--- config.mk ---
export PLATFORM = sky130hd
export DESIGN_NAME = hsv_to_rgb_converter
export DESIGN_NICKNAME = d
export VERILOG_FILES = /design/src/rtl/hsv2rgb_pkg.sv /design/src/rtl/hsv2rgb_split.sv /design/src/rtl/hsv2rgb_levels.sv /design/src/rtl/hsv_to_rgb_converter.sv
export SDC_FILE = /design/constraint.sdc
export NUM_CORES = 1
export LEC_CHECK = 0
export BUFFER_PORTS_ARGS = -buffer_cell sky130_fd_sc_hd__buf_4
export CAP_MARGIN = 0
export CORE_MARGIN = 2
export CORE_UTILIZATION = 40
export DETAILED_ROUTE_END_ITERATION = 7
export HOLD_SLACK_MARGIN = 0.02
export REMOVE_ABC_BUFFERS = 1
export SYNTH_ARGS = -nofsm -noshare
export SYNTH_HDL_FRONTEND = slang
export SYNTH_HIERARCHICAL = 1
export SYNTH_SLANG_ARGS = --single-unit
export TNS_END_PERCENT = 100
--- constraint.sdc ---
create_clock -name clk -period 10.3 [get_ports clk]
set_input_delay 2.06 -clock clk [delete_from_list [all_inputs] [get_ports clk]]
set_output_delay 2.06 -clock clk [all_outputs]
set_load 0.1 [all_outputs]
--- src/rtl/hsv2rgb_pkg.sv ---
// Shared types, region codes and the divide-by-255 helper for the HSV to RGB converter.
// No dependencies.
`timescale 1ns / 1ps

package hsv2rgb_pkg;

  localparam logic [7:0] FULL_SCALE  = 8'd255;
  localparam logic [7:0] REGION_SPAN = 8'd43;

  // Hue regions, six slices of the color circle
  localparam logic [2:0] REGION_0 = 3'd0;
  localparam logic [2:0] REGION_1 = 3'd1;
  localparam logic [2:0] REGION_2 = 3'd2;
  localparam logic [2:0] REGION_3 = 3'd3;
  localparam logic [2:0] REGION_4 = 3'd4;
  localparam logic [2:0] REGION_5 = 3'd5;

  // Output of the hue split stage
  typedef struct packed {
    logic [2:0] region;
    logic [7:0] frac;
    logic [7:0] sat;
    logic [7:0] val;
    logic       grey;
  } split_t;

  // Output of the level pipeline
  typedef struct packed {
    logic [2:0] region;
    logic [7:0] val;
    logic       grey;
    logic [7:0] p;
    logic [7:0] q;
    logic [7:0] t;
  } levels_t;

  // floor(x / 255), exact for x up to 255 * 255 (all products of two 8-bit levels)
  function automatic logic [7:0] div255(input logic [15:0] x);
    logic [16:0] sum;
    sum = {1'b0, x} + {9'b0, x[15:8]} + 17'd1;
    return sum[15:8];
  endfunction

endpackage

--- src/rtl/hsv2rgb_split.sv ---
// First pipeline stage: hue region and scaled in-region position.
// Depends on hsv2rgb_pkg.
`timescale 1ns / 1ps

module hsv2rgb_split (
  input  logic                 clk,
  input  logic                 rst,
  input  logic                 in_valid,
  output logic                 in_ready,
  input  logic [7:0]           hue,
  input  logic [7:0]           saturation,
  input  logic [7:0]           brightness,
  output logic                 out_valid,
  input  logic                 out_ready,
  output hsv2rgb_pkg::split_t  out_word
);

  logic [2:0] region_next;
  logic [7:0] base;
  logic [5:0] offset;
  logic [7:0] frac_next;
  logic       valid;
  hsv2rgb_pkg::split_t word;

  always_comb begin
    if (hue >= 8'd215) begin
      region_next = hsv2rgb_pkg::REGION_5;
    end else if (hue >= 8'd172) begin
      region_next = hsv2rgb_pkg::REGION_4;
    end else if (hue >= 8'd129) begin
      region_next = hsv2rgb_pkg::REGION_3;
    end else if (hue >= 8'd86) begin
      region_next = hsv2rgb_pkg::REGION_2;
    end else if (hue >= hsv2rgb_pkg::REGION_SPAN) begin
      region_next = hsv2rgb_pkg::REGION_1;
    end else begin
      region_next = hsv2rgb_pkg::REGION_0;
    end
  end

  always_comb begin
    case (region_next)
      hsv2rgb_pkg::REGION_1: base = 8'd43;
      hsv2rgb_pkg::REGION_2: base = 8'd86;
      hsv2rgb_pkg::REGION_3: base = 8'd129;
      hsv2rgb_pkg::REGION_4: base = 8'd172;
      hsv2rgb_pkg::REGION_5: base = 8'd215;
      default:               base = 8'd0;
    endcase
  end

  // offset < 43, times 6 stays below 256
  assign offset    = 6'(hue - base);
  assign frac_next = {offset, 2'b00} + {1'b0, offset, 1'b0};

  assign in_ready  = !valid || out_ready;
  assign out_valid = valid;
  assign out_word  = word;

  always_ff @(posedge clk) begin
    if (rst) begin
      valid <= 1'b0;
    end else if (in_ready) begin
      valid <= in_valid;
    end
  end

  always_ff @(posedge clk) begin
    if (in_ready && in_valid) begin
      word.region <= region_next;
      word.frac   <= frac_next;
      word.sat    <= saturation;
      word.val    <= brightness;
      word.grey   <= (saturation == 8'd0);
    end
  end

  a_split_range: assert property (@(posedge clk) disable iff (rst)
    valid |-> (word.frac <= 8'd252 && word.region <= hsv2rgb_pkg::REGION_5))
    else $error("split stage produced out-of-range region or fraction");

endmodule

--- src/rtl/hsv2rgb_levels.sv ---
// Four-stage pipeline forming the p, q and t levels from saturation, fraction and value.
// Depends on hsv2rgb_pkg.
`timescale 1ns / 1ps

module hsv2rgb_levels (
  input  logic                  clk,
  input  logic                  rst,
  input  logic                  in_valid,
  output logic                  in_ready,
  input  hsv2rgb_pkg::split_t   in_word,
  output logic                  out_valid,
  input  logic                  out_ready,
  output hsv2rgb_pkg::levels_t  out_word
);

  logic [3:0] valid;
  logic [3:0] ready;

  // stage A: saturation products
  logic [2:0]  a_region;
  logic [7:0]  a_val;
  logic [7:0]  a_sat;
  logic        a_grey;
  logic [15:0] a_sf;
  logic [15:0] a_sg;
  // stage B: complemented scale factors
  logic [2:0]  b_region;
  logic [7:0]  b_val;
  logic        b_grey;
  logic [7:0]  b_fq;
  logic [7:0]  b_ft;
  logic [7:0]  b_fp;
  // stage C: value products
  logic [2:0]  c_region;
  logic [7:0]  c_val;
  logic        c_grey;
  logic [15:0] c_vq;
  logic [15:0] c_vt;
  logic [15:0] c_vp;
  // stage D: levels
  hsv2rgb_pkg::levels_t d_word;

  assign ready[3] = !valid[3] || out_ready;
  assign ready[2] = !valid[2] || ready[3];
  assign ready[1] = !valid[1] || ready[2];
  assign ready[0] = !valid[0] || ready[1];

  assign in_ready  = ready[0];
  assign out_valid = valid[3];
  assign out_word  = d_word;

  always_ff @(posedge clk) begin
    if (rst) begin
      valid <= 4'b0;
    end else begin
      if (ready[0]) valid[0] <= in_valid;
      if (ready[1]) valid[1] <= valid[0];
      if (ready[2]) valid[2] <= valid[1];
      if (ready[3]) valid[3] <= valid[2];
    end
  end

  always_ff @(posedge clk) begin
    if (ready[0] && in_valid) begin
      a_region <= in_word.region;
      a_val    <= in_word.val;
      a_sat    <= in_word.sat;
      a_grey   <= in_word.grey;
      a_sf     <= 16'(in_word.sat) * 16'(in_word.frac);
      a_sg     <= 16'(in_word.sat) * 16'(hsv2rgb_pkg::FULL_SCALE - in_word.frac);
    end
  end

  always_ff @(posedge clk) begin
    if (ready[1] && valid[0]) begin
      b_region <= a_region;
      b_val    <= a_val;
      b_grey   <= a_grey;
      b_fq     <= hsv2rgb_pkg::FULL_SCALE - hsv2rgb_pkg::div255(a_sf);
      b_ft     <= hsv2rgb_pkg::FULL_SCALE - hsv2rgb_pkg::div255(a_sg);
      b_fp     <= hsv2rgb_pkg::FULL_SCALE - a_sat;
    end
  end

  always_ff @(posedge clk) begin
    if (ready[2] && valid[1]) begin
      c_region <= b_region;
      c_val    <= b_val;
      c_grey   <= b_grey;
      c_vq     <= 16'(b_val) * 16'(b_fq);
      c_vt     <= 16'(b_val) * 16'(b_ft);
      c_vp     <= 16'(b_val) * 16'(b_fp);
    end
  end

  always_ff @(posedge clk) begin
    if (ready[3] && valid[2]) begin
      d_word.region <= c_region;
      d_word.val    <= c_val;
      d_word.grey   <= c_grey;
      d_word.q      <= hsv2rgb_pkg::div255(c_vq);
      d_word.t      <= hsv2rgb_pkg::div255(c_vt);
      d_word.p      <= hsv2rgb_pkg::div255(c_vp);
    end
  end

  // p is the floor, q and t sit between p and the value
  a_level_order: assert property (@(posedge clk) disable iff (rst)
    valid[3] |-> (d_word.p <= d_word.q && d_word.p <= d_word.t &&
                  d_word.q <= d_word.val && d_word.t <= d_word.val))
    else $error("level ordering p <= q,t <= value violated");

  a_level_hold: assert property (@(posedge clk) disable iff (rst)
    valid[3] && !out_ready |=> valid[3] && $stable(d_word))
    else $error("level stage lost or changed a stalled word");

endmodule

--- src/rtl/hsv_to_rgb_converter.sv ---
// HSV to RGB converter, 8-bit integer six-region method.
// Throughput one word per clock while the receiver does not stall the output.
// Six register stages: hue split, saturation multiply, scale, value multiply, divide, place.
// Each stage has its own valid bit and may fill while later stages stall.
// Reset (rst, synchronous) clears all valid bits; the datapath registers are not reset.
// Depends on hsv2rgb_pkg, hsv2rgb_split, hsv2rgb_levels.
`timescale 1ns / 1ps

module hsv_to_rgb_converter (
  input  logic       clk,
  input  logic       rst,
  input  logic       in_valid,
  output logic       in_ready,
  input  logic [7:0] hue,
  input  logic [7:0] saturation,
  input  logic [7:0] brightness,
  output logic       out_valid,
  input  logic       out_ready,
  output logic [7:0] red,
  output logic [7:0] green,
  output logic [7:0] blue
);

  hsv2rgb_pkg::split_t  split_word;
  hsv2rgb_pkg::levels_t lvl_word;
  logic                 split_valid;
  logic                 split_ready;
  logic                 lvl_valid;
  logic                 lvl_ready;

  logic                 valid;
  logic [7:0]           red_next;
  logic [7:0]           green_next;
  logic [7:0]           blue_next;

  // Stage 1: region and fraction of the hue
  hsv2rgb_split u_split (
    .clk        (clk),
    .rst        (rst),
    .in_valid   (in_valid),
    .in_ready   (in_ready),
    .hue        (hue),
    .saturation (saturation),
    .brightness (brightness),
    .out_valid  (split_valid),
    .out_ready  (split_ready),
    .out_word   (split_word)
  );

  // Stages 2-5: p, q, t through two multiply / divide-by-255 pairs
  hsv2rgb_levels u_levels (
    .clk       (clk),
    .rst       (rst),
    .in_valid  (split_valid),
    .in_ready  (split_ready),
    .in_word   (split_word),
    .out_valid (lvl_valid),
    .out_ready (lvl_ready),
    .out_word  (lvl_word)
  );

  // Stage 6: place value and levels on the channels by region.
  // Zero saturation forces grey at the value.
  always_comb begin
    if (lvl_word.grey) begin
      red_next   = lvl_word.val;
      green_next = lvl_word.val;
      blue_next  = lvl_word.val;
    end else begin
      case (lvl_word.region)
        hsv2rgb_pkg::REGION_0: begin
          red_next = lvl_word.val; green_next = lvl_word.t;   blue_next = lvl_word.p;
        end
        hsv2rgb_pkg::REGION_1: begin
          red_next = lvl_word.q;   green_next = lvl_word.val; blue_next = lvl_word.p;
        end
        hsv2rgb_pkg::REGION_2: begin
          red_next = lvl_word.p;   green_next = lvl_word.val; blue_next = lvl_word.t;
        end
        hsv2rgb_pkg::REGION_3: begin
          red_next = lvl_word.p;   green_next = lvl_word.q;   blue_next = lvl_word.val;
        end
        hsv2rgb_pkg::REGION_4: begin
          red_next = lvl_word.t;   green_next = lvl_word.p;   blue_next = lvl_word.val;
        end
        default: begin
          red_next = lvl_word.val; green_next = lvl_word.p;   blue_next = lvl_word.q;
        end
      endcase
    end
  end

  // Output register: takes a new word whenever it is empty or being drained
  assign lvl_ready = !valid || out_ready;
  assign out_valid = valid;

  always_ff @(posedge clk) begin
    if (rst) begin
      valid <= 1'b0;
    end else if (lvl_ready) begin
      valid <= lvl_valid;
    end
  end

  always_ff @(posedge clk) begin
    if (lvl_ready && lvl_valid) begin
      red   <= red_next;
      green <= green_next;
      blue  <= blue_next;
    end
  end

  // Input can only be blocked when the output holds an untaken word
  a_stall_origin: assert property (@(posedge clk) disable iff (rst)
    !in_ready |-> valid)
    else $error("input stalled with empty output register");

  // One channel always carries the value, the largest level
  a_peak_channel: assert property (@(posedge clk) disable iff (rst)
    lvl_ready && lvl_valid |=>
      (red == $past(lvl_word.val) || green == $past(lvl_word.val) ||
       blue == $past(lvl_word.val)))
    else $error("no channel carries the value level");

  // On release of reset the output register is empty
  a_reset_empty: assert property (@(posedge clk)
    $past(rst) && !rst |-> !valid)
    else $error("output valid after reset");

endmodule

# Word level (Yosys, flattened, before mapping)
# Index checks and enable logic that the tools add are counted.
[op_classes]
multipliers = 5
eq_ne = 9
n_reduce_logical = 24
muxes = 12
add_sub_neg = 16
order_cmp = 5
[ops]
columns = ["op", "n"]
rows = [
  ["$add A16 B1 Y16 const B", 5],
  ["$add A16 B8 Y16", 5],
  ["$pmux W8 S3", 3],
  ["$mul A8 B8 Y16", 4],
  ["$pmux W6 S5", 1],
  ["$ge A8 B8 Y1 const B", 3],
  ["$mux W8", 3],
  ["$sub A8 B8 Y8 const A", 3],
  ["$mul A8 B16 Y16", 1],
  ["$eq A3 B2 Y1 const B", 4],
  ["$mux W3", 4],
  ["$eq A3 B3 Y1 const B", 3],
  ["$sub A8 B8 Y9 const A", 1],
  ["$add A8 B7 Y8", 1],
  ["$ge A8 B6 Y1 const B", 1],
  ["$ge A8 B7 Y1 const B", 1],
  ["$logic_not A8 Y1", 1],
  ["$reduce_or A2 Y1", 4],
  ["$eq A3 B1 Y1 const B", 2],
  ["$logic_and A1 B1 Y1", 6],
  ["$logic_not A1 Y1", 6],
  ["$logic_or A1 B1 Y1", 6],
  ["$sub A6 B6 Y6", 1],
  ["$logic_not A3 Y1", 1],
  ["$mux W1", 1],
]
[totals]
in_bits = 28
reg_bits = 242
output_inout_bits = 26
word_cells = 109

# Depth between registers and ports, before layout
# Gate-level depths: netlist (run 1).
[logic_depth]
ltp_word = 10
mapped_depth = 16
ltp_nobuf = 15

# Modules after synthesis
# Netlist (run 1), hierarchy kept.
[by_module_without_submodules]
columns = ["module", "area_per_inst_um2", "n_inst", "cells_per_inst", "seq_area_each_um2"]
rows = [
  ["hsv2rgb_levels", 17984.7, 1, 1682, 5605.4],
  ["hsv_to_rgb_converter", 1968.1, 1, 212, 740.7],
  ["hsv2rgb_split", 1443.9, 1, 117, 830.8],
]

# Worst setup path before layout (run 1)
# OpenSTA, ideal clock, no wires.
[synth_path]
kind = "input port to flip-flop"
from = "input out_ready"
to = "register u_levels.c_grey (enable)"
arrival_time_ns = 6.671
slack_ns = 3.059
setup_time_ns = 0.570
cell_stages = 3
n_path_buf = 0
cell_sequence = "nand2b_1 -> nor2b_1 -> a21boi_0"
[synth_via]
elab_chain_len = 4
[synth_rtl]
columns = ["item", "line_no", "text"]
rows = [
  ["start, declared", "hsv_to_rgb_converter.sv:18", "input logic out_ready,"],
  ["$logic_or A1 B1 Y1", "hsv_to_rgb_converter.sv:94", "assign lvl_ready = !valid || out_ready;"],
  ["$logic_or A1 B1 Y1", "hsv2rgb_levels.sv:43", "assign ready[3] = !valid[3] || out_ready;"],
  ["$logic_or A1 B1 Y1", "hsv2rgb_levels.sv:44", "assign ready[2] = !valid[2] || ready[3];"],
  ["$logic_and A1 B1 Y1", "hsv2rgb_levels.sv:86", "if (ready[2] && valid[1]) begin"],
  ["end signal, assigned", "hsv2rgb_levels.sv:89", "c_grey <= b_grey;"],
  ["end, declared", "hsv2rgb_levels.sv:36", "logic c_grey;"],
]
# Every way passes these cells.
# A chain may end at the register's enable or synchronous reset.

# Worst setup path after layout (run 1)
[layout_path]
from = "input out_ready"
to = "output in_ready"
[layout_via]
elab_chain_len = 6
[layout_rtl]
columns = ["item", "line_no", "text"]
rows = [
  ["$logic_or A1 B1 Y1", "hsv_to_rgb_converter.sv:94", ""],
  ["named net lvl_ready", "hsv_to_rgb_converter.sv:29", "logic lvl_ready;"],
  ["$logic_or A1 B1 Y1", "hsv2rgb_levels.sv:43", ""],
  ["$logic_or A1 B1 Y1", "hsv2rgb_levels.sv:44", ""],
  ["$logic_or A1 B1 Y1", "hsv2rgb_levels.sv:45", "assign ready[1] = !valid[1] || ready[2];"],
  ["$logic_or A1 B1 Y1", "hsv2rgb_levels.sv:46", "assign ready[0] = !valid[0] || ready[1];"],
  ["named net split_ready", "hsv_to_rgb_converter.sv:27", "logic split_ready;"],
  ["$logic_or A1 B1 Y1", "hsv2rgb_split.sv:56", "assign in_ready = !valid || out_ready;"],
  ["end, declared", "hsv_to_rgb_converter.sv:13", "output logic in_ready,"],
]
# The timed path passes the listed nets, and every way through them passes these cells.

==> results list, run 1 <==
* Total via count after detailed routing: 14000
- The run finished with clean final reports.
- Setup violations remaining at the end of the flow were counted as 0.
- The number of clock buffers added by TritonCTS is 28.
* Site Rows: 84
- Hold path startpoint: u_levels/c_val[0]
* Final hold vios: 0
* Number of post-CTS setup repair buffers: 0
- Post-detailed-route wirelength per cell: 15.1 um
- TritonCTS built the clock tree.
- For this run, global-route usage on met2 was measured as 26.8%.
- Placeable Area: 0.0528 mm2
* Minimum setup slack in the final design: 4460 ps
- Clock-pin slew was measured on the worst setup and hold paths at 60 ps.
- Relative area change from synthesis to final layout: 9.22%
- Max incr delay on CP: 470 ps
* Number of levels the H-tree was split into: 1
* Horiz. Die Dim: 235 um
* Critical R2R Launch: u_levels/b_val[3]
- Total negative slack for setup checks: 0 ps
- Source of the critical timing path: out_ready
- Post-synth design cell area: 0.0214 mm2
- The number of buffers and inverters on the critical path is 2.
- Global routing consumed, on the met3 layer, 2.08% of the routing resources.
- Vias in the first global route: 14400
* Count of mapped cells out of synthesis: 2011
- Arrival time of data at the critical path endpoint: 3780 ps
- Setup repair after global routing left no endpoint under its margin.
- Yosys printed 6 warnings.
- Dividing total power by cell area gives a power density of 287 mW/mm2.
* Fraction of met1 tracks used by global routing: 20.2%
- Critical setup path kind: in2out
- During I/O placement, the number of pins put on the boundary was 54.
* Slowest CP cell: sky130_fd_sc_hd__nor2b_1
- Family with the most delay on the worst path: simple AND/OR/NAND/NOR gates
- Diode insertion count for antenna repair: 0
* Proportion of layout cells with a drive suffix above 1: 6.25%
* Area of the die: 0.0554 mm2
* Async set-or-reset flop fraction in the synthesized netlist: 0%
- Final layout net count: 2481
- After clock tree synthesis, the repair step resized 0 gates.
- The worst setup path is captured at an output port.
* Layer carrying the most global-route usage: met2
- Global-route wire length before repair: 71600 um
- Final critical-path required period: 5840 ps
- Share of the clock period used by the worst path after layout: 56.7%
* Number of synthesized flops with an enable pin: 235
- Leftover overflow at the end of global routing: 0
* Antenna violations before repair: 0
- The count of nets left with antenna violations once routing finished came out at 0.
* Commonest cells after routing, fill and taps aside: sky130_fd_sc_hd__inv_1, sky130_fd_sc_hd__edfxtp_1, sky130_fd_sc_hd__ha_1
- Leaving out fill and tap cells, the most frequent cell in the layout is sky130_fd_sc_hd__inv_1.
- DRC errors left: 0
* Quantity of I/O buffers inserted on ports: 53
- At the placement stage, the worst setup path has a slack of 4430 ps.
- Worst clock skew: 20.3 ps
- List of cells traversed by the critical path: buf_4 > nand2b_1 > nor2b_1 > and3_1 > nand2_1 > nand2b_1 > buf_4
- Total length of routed wires: 41600 um
- The longest clock path from root to sink contains 3 buffers.
* Number of DRC violations after detailed-routing iteration 0: 682
- Num Clock Sinks: 241
- Entering global routing, the biggest net connects 61 pins.
* Maximum clock frequency: 0.171 GHz
- Hold repair after CTS inserted 0 buffers.
- Synth cell types: 71
* Synthesized area per cell: 10.6 um2
- Maximum vdd drop: 257 uV
* Maximum fanout along the worst path: 5
- At the worst endpoint, the required time is 8240 ps.
- Global placement routability congestion: 0.820
- In the global route stage, overall resource usage came out at 15.4%.
- Half-perimeter wire length after placement: 31600 um
* Initial core utilization: 40.6%
- Clk_lat worst skew: 560 ps
- Dividing the detail-routed via count by the number of cells gives 5.09.
- The tool flagged a number of max-cap violations equal to 0.
* Max-slew violation total from the final report: 0
- Summing the sequential cell areas from Yosys gives 33.5% of the chip area.
- The tree is rooted in a sky130_fd_sc_hd__clkbuf_16.
- The first TritonRoute pass finished after 8 iterations.
* Height of the die: 235 um
- Slew headroom: 25.7%
* Leakage power summed over all cells: 10.3 nW
- Among all flip-flop cells after synthesis, the most frequent one is sky130_fd_sc_hd__edfxtp_1.
* Transition at the pin with the smallest max-transition slack: 1110 ps
- In this run the register-to-register setup slack is 5420 ps.
- Startpoint class of the critical path: input port
- The path class of the tightest hold or removal check is reg2reg.
- In this run, synthesis produced a sequential element count of 241.
[sequential cells by signal, summed over array words and instances (netlist names), 3 cells and up]
signal,flops
u_levels/b_fp,8
red,8
u_levels/b_ft,8
green,8
blue,8
u_levels/valid,4
u_levels/a_region,3
u_levels/out_word,36
u_levels/a_sf,16
u_levels/b_region,3
u_levels/a_sg,16
u_levels/c_vp,16
u_levels/b_fq,8
u_levels/c_vt,16
u_levels/c_region,3
u_levels/b_val,8
u_levels/c_val,8
u_levels/a_val,8
u_split/out_word,27
u_levels/c_vq,16
u_levels/a_sat,8
[synthesized netlist by cell type (12+ instances only)]
library cell | count | share of area, %
sky130_fd_sc_hd__a211oi_1 | 30 | 1.1
sky130_fd_sc_hd__a21o_1 | 22 | 0.77
sky130_fd_sc_hd__a21oi_1 | 79 | 1.8
sky130_fd_sc_hd__a2bb2oi_1 | 25 | 1.0
sky130_fd_sc_hd__a31oi_1 | 15 | 0.44
sky130_fd_sc_hd__and2_1 | 213 | 6.2
sky130_fd_sc_hd__and3_1 | 12 | 0.35
sky130_fd_sc_hd__clkbuf_1 | 38 | 0.67
sky130_fd_sc_hd__edfxtp_1 | 235 | 33
sky130_fd_sc_hd__fa_1 | 183 | 17
sky130_fd_sc_hd__ha_1 | 227 | 13
sky130_fd_sc_hd__inv_1 | 310 | 5.4
sky130_fd_sc_hd__nand2_1 | 85 | 1.5
sky130_fd_sc_hd__nand2b_1 | 24 | 0.70
sky130_fd_sc_hd__nand3_1 | 22 | 0.51
sky130_fd_sc_hd__nor2_1 | 83 | 1.5
sky130_fd_sc_hd__nor2b_1 | 60 | 1.8
sky130_fd_sc_hd__nor3_1 | 37 | 0.87
sky130_fd_sc_hd__o21a_1 | 12 | 0.42
sky130_fd_sc_hd__o21ai_0 | 30 | 0.70
sky130_fd_sc_hd__o21ai_1 | 22 | 0.51
sky130_fd_sc_hd__xnor2_1 | 64 | 2.6
sky130_fd_sc_hd__xor2_1 | 29 | 1.2
[final timing paths]
path | to | cells past startpoint
max | in_ready | 7
min | u_levels/out_word[25] | 0
max reg2reg | u_levels/c_vq[13] | 14
min reg2reg | u_levels/out_word[25] | 0
[cells by family (layout without fill, tap and decap cells)]
kind of cell,after synthesis,count (layout),share of synthesized area [%]
and+or+nand+nor,582,582,15.0
adders and majority gates,410,410,30.4
buffers and inverters,370,422,6.88
AOI/OAI and AO/OA,305,305,9.86
DFF,241,241,33.5
xor gates and xnor gates,94,94,3.94
muxes,8,8,0.374
other,1,1,0.0175
[metrics by stage]
step           total power [mW]  std cells  hold WS, ps  utilization (%)  instance area (um2)
4_1_cts                    6.80       2751          416             44.3                23400
2_1_floorplan              4.92       1951          400                -                21100
6_report                   6.71       2751          416             44.3                23400
3_3_place_gp               5.68       2701          402             42.6                22500
3_5_place_dp               5.76       2701          405             42.6                22500
5_1_grt                    7.54       2751          426             44.3                23400
[power breakdown]
part / total, mW / leakage [nW] / switching [mW] / internal, mW
sequential: 1.62 / 2.20 / 0.178 / 1.44
combinational: 4.11 / 7.63 / 2.26 / 1.85
clock: 0.979 / 0.432 / 0.394 / 0.585
[routing by layer]
layer	vias to the layer above	wire length (um)
met3	69	1290
met2	230	20000
li1	6858	-
met4	0	1170
met1	6838	19200
met5	-	0
[final cells by class]
cell class / count / area, um2
fill: 4967 / 29400
multi-input combinational: 1400 / 12800
sequential: 241 / 7180
inverter: 310 / 1160
tap: 688 / 861
clock buffer: 31 / 733
timing repair buffer: 62 / 465
clock inverter: 19 / 183
Power figures use the tool's default switching activity.
==> inputs of run 2 (changes only) <==
==> constraint.sdc (replaced) <==
create_clock -name clk -period 5.95 [get_ports clk]
set_input_delay 1.19 -clock clk [delete_from_list [all_inputs] [get_ports clk]]
set_output_delay 1.19 -clock clk [all_outputs]
set_load 0.1 [all_outputs]
==> run 2 against run 1 <==
  * Design area is 0.11% lower
  * Count of clock-buffer cells in the layout is 4 higher
  * Largest power group unchanged
  * Clock skew is 3.6 ps lower
  * Critical endpoint is now u_levels/c_vq[11]
  * Utilization hardly changed
  * Non-clock buffer count is 1 lower
  * First-iteration DRC count is 4.5% higher
  * Critical path type is now reg2reg
  * Register-to-register slack worse by 4300 ps
  * Via count is 0.27% higher
  * Combinational power is 75% higher
==> results list, run 2 (synthesized netlist as in run 1, its figures left out) <==
- Power density normalized to cell area: 499 mW/mm2
- Relative area change from synthesis to final layout: 9.09%
- Horiz. Die Dim: 235 um
- Final hold analysis gives a worst-case slack of 415 ps.
- After detailed routing, the number of remaining DRC violations is 0.
- Entering global routing, the biggest net connects 61 pins.
- Clock skew on the completed layout was measured at 16.7 ps.
* Post-detailed-route wirelength per cell: 15.2 um
- At the later pin of the worst-skew pair, clock insertion delay measures 550 ps.
* Maximum vdd drop: 531 uV
- Number of flip-flops in the largest register: 36
- For this run, the total global-route usage over all layers was measured as 15.4%.
* Placeable Area: 0.0528 mm2
- Pin placement for this block handled 54 I/O pins.
* Critical setup path kind: reg2reg
- Setup violations remaining at the end of the flow were counted as 0.
- The endpoint identified for the worst register-to-register timing path is u_levels/c_vq[11].
- Startpoint class of the critical path: flip-flop
- Post-route ant nets: 0
- Max-cap violations in this run came to 0.
- CTS Hold Bufs: 0
- Hold path startpoint: u_levels/c_val[3]
- For this design, the sink count on the clock tree is 241.
* Setup slack after placement: 1080 ps
- Maximum clock frequency: 0.206 GHz
* Total chip power: 11.7 mW
- Number of levels the H-tree was split into: 1
- Reg-to-reg slack, setup: 1100 ps
- Minimum setup slack in the final design: 1100 ps
* Vias in the first global route: 14600
- Of the cells placed in the final design, the portion with a size suffix greater than 1 is 6.30%.
- In this run the clock root is driven by a sky130_fd_sc_hd__clkbuf_16.
- After detailed placement, the total cell area comes to 0.0224 mm2.
* Slew headroom: 29.1%
- Quantity of I/O buffers inserted on ports: 53
- Maximum clock path buffer count: 3
- For the pin with the worst max-slew slack, the measured transition is 1060 ps.
- Path depth of the worst reg2reg path: 14
- The startpoint identified for the worst register-to-register timing path is u_levels/b_val[5].
- The path with the worst hold slack has its endpoint at u_levels/out_word[28].
- Setup repair after global routing left no endpoint under its margin.
- Utilization of the core after routing: 44.2%
- Once the clock tree was built, the resizer swapped 0 gates to a different size.
* Endpoint kind of the worst setup timing path: flip-flop
- Counting instances, the worst hold path has a depth of 0.
- Total negative slack for setup checks: 0 ps
- Height of the die: 235 um
- Share of the clock period used by the worst path after layout: 81.5%
- Row generation in the floorplan step produced 84 rows.
- Dividing the detail-routed via count by the number of cells gives 5.10.
* Global placement routability congestion: 0.845
- The initial antenna violation count is 0.
* Initial core utilization: 40.6%
* Area of the die: 0.0554 mm2
- STA puts the critical path data arrival time at 5140 ps.
* Result of the run: finished clean
- Leftover overflow at the end of global routing: 0
- Total length of routed wires: 42000 um
* Commonest cells after routing, fill and taps aside: sky130_fd_sc_hd__inv_1, sky130_fd_sc_hd__edfxtp_1, sky130_fd_sc_hd__ha_1
- Num CTS Buffers: 29
* Required time of the critical path: 6240 ps
* Final critical-path required period: 4850 ps
* CTS clk-pin slew, worst paths: 60 ps
- Maximum fanout along the worst path: 25
- Number of DRC violations after detailed-routing iteration 0: 713
- Once layout is done, the placed cells without fillers occupy 0.0233 mm2.
* Half-perimeter wire length after placement: 32000 um
* Max-slew violation total from the final report: 0
* Final layout net count: 2481
* Type of the worst min-delay path: reg2reg
- Diode insertion count for antenna repair: 0
* Global-route wire length before repair: 71600 um
* Leakage power summed over all cells: 10.3 nW
* Most common cell after layout, fill and taps aside: sky130_fd_sc_hd__inv_1
- Number of cells in the finished layout apart from fillers: 2753
* Final hold vios: 0
- The number of placed instances, taps included, is 2700.
* CTS tree: done
* DRT Pass-1 Iters: 5
- Number of post-CTS setup repair buffers: 0
- After filler insertion, the fill cell instance count of the layout stands at 5004.
* Total via count after detailed routing: 14000
[run 2: cell count changes in the layout (fill, tap and decap cells not counted), moves of 2 or more]
cell                         before  now
sky130_fd_sc_hd__clkbuf_1         2    6
sky130_fd_sc_hd__clkinv_2         3   10
sky130_fd_sc_hd__clkinv_1         6    3
sky130_fd_sc_hd__clkinvlp_4       5    1
sky130_fd_sc_hd__clkinv_4         2    0
[run 2: report_power, final]
group / leakage (nW) / switching (mW) / total [mW] / internal (mW)
Clock: 0.447 / 0.681 / 1.66 / 0.982
Combinational: 7.63 / 3.97 / 7.19 / 3.22
Sequential: 2.20 / 0.302 / 2.80 / 2.50
Total: 10.3 / 4.95 / 11.7 / 6.71
[run 2: how the worst max path moves through the flow]
| stage | start | to | slack, ps | cells after the start |
|---|---|---|---|---|
| finish | u_levels/b_val[5] | u_levels/c_vq[11] | 1100 | 14 |
| global route | u_levels/b_val[5] | u_levels/c_vq[13] | 850 | 14 |
| CTS | u_levels/b_val[5] | u_levels/c_vq[13] | 1100 | 14 |
| detailed placement | hue[1] | u_split/out_word[23] | 1080 | 14 |
| global placement | u_levels/b_val[5] | u_levels/c_vq[13] | 1160 | 14 |
| floorplan | out_ready | u_levels/c_grey | -420 | 3 |
[run 2: metal layers]
metal	track usage [%]	up-vias	wire length [um]
li1	-	6856	-
met2	27.3	228	20400
met3	1.97	61	1320
met1	20.0	6888	19200
met5	0	-	0
met4	4.01	0	1080
[run 2: area by class of cell]
| class | instances | area, um2 | share of cell area [%] |
|---|---|---|---|
| clock buffer | 35 | 748 | 3.21 |
| sequential | 241 | 7180 | 30.7 |
| clock inverter | 18 | 149 | 0.638 |
| timing repair buffer | 61 | 458 | 1.96 |
| inverter | 310 | 1160 | 4.99 |
| multi-input combinational | 1400 | 12800 | 54.8 |
| tap | 688 | 861 | 3.69 |
[run 2: worst max-delay path, cell delays in order, from the launching register on]
cell and delay [ps]:
sky130_fd_sc_hd__edfxtp_1 860, sky130_fd_sc_hd__nand2_1 190, sky130_fd_sc_hd__fa_1 550, sky130_fd_sc_hd__fa_1 540, sky130_fd_sc_hd__inv_1 50, sky130_fd_sc_hd__fa_1 520, sky130_fd_sc_hd__inv_1 50, sky130_fd_sc_hd__fa_1 530
sky130_fd_sc_hd__inv_1 40, sky130_fd_sc_hd__ha_1 330, sky130_fd_sc_hd__o21ai_0 230, sky130_fd_sc_hd__a21oi_1 110, sky130_fd_sc_hd__and3_1 230, sky130_fd_sc_hd__nor3_1 250, sky130_fd_sc_hd__xnor2_1 90
==> inputs of run 3 (changes only) <==
--- a/config.mk
+++ b/config.mk
@@ -5,6 +5,7 @@
 export SDC_FILE = /design/constraint.sdc
 export NUM_CORES = 1
 export LEC_CHECK = 0
+export ABC_AREA = 1
 export BUFFER_PORTS_ARGS = -buffer_cell sky130_fd_sc_hd__buf_4
 export CAP_MARGIN = 0
 export CORE_MARGIN = 2
==> constraint.sdc (replaced) <==
create_clock -name clk -period 3.97 [get_ports clk]
set_input_delay 0.794 -clock clk [delete_from_list [all_inputs] [get_ports clk]]
set_output_delay 0.794 -clock clk [all_outputs]
set_load 0.1 [all_outputs]
==> run 3 against run 2 <==
  * The flow now finishes with violations (negative setup slack)
  * Critical path type unchanged
  * Maximum frequency rose by 22%
  * Largest power group unchanged
  * Worst hold slack worse by 7.6 ps
  * Register-to-register slack lost 1100 ps
==> results list, run 3 <==
- Maximum clock frequency: 0.250 GHz
* Height of the die: 247 um
- Critical setup path kind: reg2reg
- Arrival time of data at the critical path endpoint: 4300 ps
- Type of the worst min-delay path: reg2reg
- Clock tree root driver cell: sky130_fd_sc_hd__clkbuf_16
- Of all flip-flops after synthesis, the portion carrying an async set or reset was 0%.
* Portion of total power attributed to sequential cells: 16.3%
* Yosys top cell area share: 29.9%
- In the final layout, flip-flops and latches occupy 0.00718 mm2.
- Failing checks: negative setup slack
- Num Clock Sinks: 241
* Relative area change from synthesis to final layout: 20.3%
* Number of synthesized flops with an enable pin: 235
- Multi-input combinational cell area: 0.0146 mm2
- For this run, design rule violations remaining after detail routing come to 0.
- Average vias per placed instance: 4.61
- Startpoint class of the critical path: flip-flop
* Setup slack after placement: -190 ps
- Leaving out fill and tap cells, the most frequent cell in the layout is sky130_fd_sc_hd__nand2_1.
* Worst clock skew: 17.3 ps
- Routability-driven placement finished with a final weighted congestion of 0.886.
* Global-route wire length before repair: 85100 um
- In this run the number of H-tree levels came out at 1.
* Total length of routed wires: 51200 um
* Diode insertion count for antenna repair: 0
- The layout has 5633 filler cells.
- The internal power of the cells totals 13.4 mW.
- Top post-synthesis cells by count: sky130_fd_sc_hd__nand2_1, sky130_fd_sc_hd__inv_1, sky130_fd_sc_hd__edfxtp_1
* Top cells by area in the synthesized netlist: sky130_fd_sc_hd__edfxtp_1, sky130_fd_sc_hd__fa_1, sky130_fd_sc_hd__nand2_1, sky130_fd_sc_hd__ha_1, sky130_fd_sc_hd__inv_1
- Number of setup violations in the final report: 1
- Half-perimeter wire length after placement: 40500 um
- Total chip power: 24.6 mW
* Maximum fanout along the worst path: 6
- Of all cell types, the one taking the most synthesized area is sky130_fd_sc_hd__edfxtp_1.
* Proportion of layout cells with a drive suffix above 1: 18.3%
- The most used flip-flop cell after synthesis is sky130_fd_sc_hd__edfxtp_1.
- After floorplanning, the core was divided into 89 placement rows.
- Maximum clock path buffer count: 3
* Post-route ant nets: 0
* Post-route cell area: 0.0284 mm2
* Unrepaired setup endpoints after global routing: yes
* Initial core utilization: 40.3%
- Leakage power summed over all cells: 15.4 nW
- Endpoint kind of the worst setup timing path: flip-flop
- Transition at the pin with the smallest max-transition slack: 1070 ps
* Reported net switching power: 11.3 mW
- For this design the top-level I/O count stands at 54.
- The tool flagged a number of max-cap violations equal to 0.
- Combinational Power Share: 72.1%
* CTS tree: done
* Horiz. Die Dim: 247 um
* Required time of the critical path: 4270 ps
- Leftover overflow at the end of global routing: 0
* Total via count after detailed routing: 18400
- Synth cell types: 47
* Commonest cells after routing, fill and taps aside: sky130_fd_sc_hd__nand2_1, sky130_fd_sc_hd__inv_1, sky130_fd_sc_hd__edfxtp_1
- Maximum vdd drop: 1430 uV
* Synthesized area per cell: 7.82 um2
* Power share of the clock group: 11.7%
- Final hold vios: 0
* Clk_lat worst skew: 570 ps
- DRT Pass-1 Iters: 6
- Global routing consumed, over all layers together, 17.0% of the routing resources.
* Final critical-path required period: 3990 ps
- Post-synth design cell area: 0.0236 mm2
- Dividing the detail-routed wire length by the instance count gives 12.8 um.
- After synthesis, flip-flops and latches occupy 30.4% of the total area.
- CTS clk-pin slew, worst paths: 60 ps
- The count of buffers added on input and output ports is 53.
- Cell count after placement: 3918
- The via count of the first global-routing pass is 18100.
- The final layout contains 3645 nets.
- Yosys printed 6 warnings.
- The total count of max-transition violations in the final report was 0.
- The die covers 0.0611 mm2.
- Result of the run: finished with violations
- The detailed router finished its first iteration with 816 violations.
- The number of clock buffers added by TritonCTS is 29.
- Entering global routing, the biggest net connects 53 pins.
- Minimum setup slack in the final design: -22.2 ps
* Count of mapped cells out of synthesis: 3022
- Synthesis-stage register bit count: 241
- After floorplanning, the core was sized to cover 0.0587 mm2.
* Share of the clock period used by the worst path after layout: 101%
* Placed Instance Area: 0.0258 mm2
- Power density normalized to cell area: 867 mW/mm2
- Slew headroom: 28.6%
- The initial antenna violation count is 0.
* Hold slack final: 407 ps
* Leading cell type by number of instances after synthesis: sky130_fd_sc_hd__nand2_1
- Number of flip-flops in the largest register: 36
- Number of cells in the finished layout apart from fillers: 4002
* Net switching fraction of the power: 45.8%
[run 3: cell type report]
cell class	count	area share, %
flip-flops and latches	241	25.2
clock buffers	32	2.59
multi-input cells	1948	51.2
repair buffers	223	6.37
clock inverters	21	1.07
well taps	773	3.40
inverters	764	10.1
[run 3: stage by stage]
step | setup TNS, ps | util, %
after floorplan | -11500 | -
after global placement | -2100 | 43.9
after detailed placement | -2820 | 43.9
after CTS | -52.8 | 46.3
after global routing | -2400 | 48.5
final | -22.2 | 48.5
[run 3: repair_timing]
action                                  in CTS  in global routing
resized for setup                           54                300
endpoints found under the setup margin      38                 46
pin swaps                                   15                152
hold buffers                                 0                  0
setup buffers                                8                 23
[run 3: worst max-delay path, cell delays in order, from the launching register on]
cell and delay (ps):
sky130_fd_sc_hd__edfxtp_1 500, sky130_fd_sc_hd__buf_6 190, sky130_fd_sc_hd__nand2_2 70, sky130_fd_sc_hd__inv_2 30, sky130_fd_sc_hd__fa_1 480, sky130_fd_sc_hd__fa_1 500, sky130_fd_sc_hd__fa_1 510, sky130_fd_sc_hd__inv_1 50
sky130_fd_sc_hd__fa_1 510, sky130_fd_sc_hd__inv_2 50, sky130_fd_sc_hd__ha_4 270, sky130_fd_sc_hd__nand2_2 70, sky130_fd_sc_hd__nand2_2 50, sky130_fd_sc_hd__o21bai_4 190, sky130_fd_sc_hd__nand2_2 100, sky130_fd_sc_hd__nand3_2 60
sky130_fd_sc_hd__nand2_1 60, sky130_fd_sc_hd__nand2_1 60
[run 3: final timing paths]
kind | startpoint | end | slack [ps] | cells past startpoint
worst max-delay path | u_split/out_word[12] | u_levels/a_sf[13] | -20 | 17
worst min register to register | u_levels/c_region[1] | u_levels/out_word[34] | 410 | 0
worst min-delay path | u_levels/c_region[1] | u_levels/out_word[34] | 410 | 0
worst max register to register | u_split/out_word[12] | u_levels/a_sf[13] | -20 | 17
[run 3: power by group through the flow]
| stage | clock network (mW) | logic, mW | registers, mW |
|---|---|---|---|
| floorplan | 0 | 9.22 | 4.04 |
| global placement | 0 | 13.1 | 4.05 |
| detailed placement | 0 | 13.2 | 4.05 |
| CTS | 2.97 | 14.3 | 4.00 |
| global route | 3.06 | 19.9 | 4.04 |
| finish | 2.88 | 17.8 | 4.01 |
[run 3: kinds of logic (layout without fill, tap and decap cells)]
kind of cell,after synthesis,count (layout),share of synthesized area (%)
compound gates,142,142,3.48
xor+xnor,46,46,1.70
fa+ha+maj,410,410,27.5
buf+inv,833,1040,13.5
flops,241,241,30.4
other cells,1,1,0.0159
simple gates,1349,1349,23.5
[run 3: layer usage]
layer,vias up,share of wire [%],global-route usage [%]
li1,9515,-,-
met1,8581,44,21.3
met2,270,49,30.1
met3,82,3.4,2.08
met4,0,3.4,5.62
met5,-,0,0
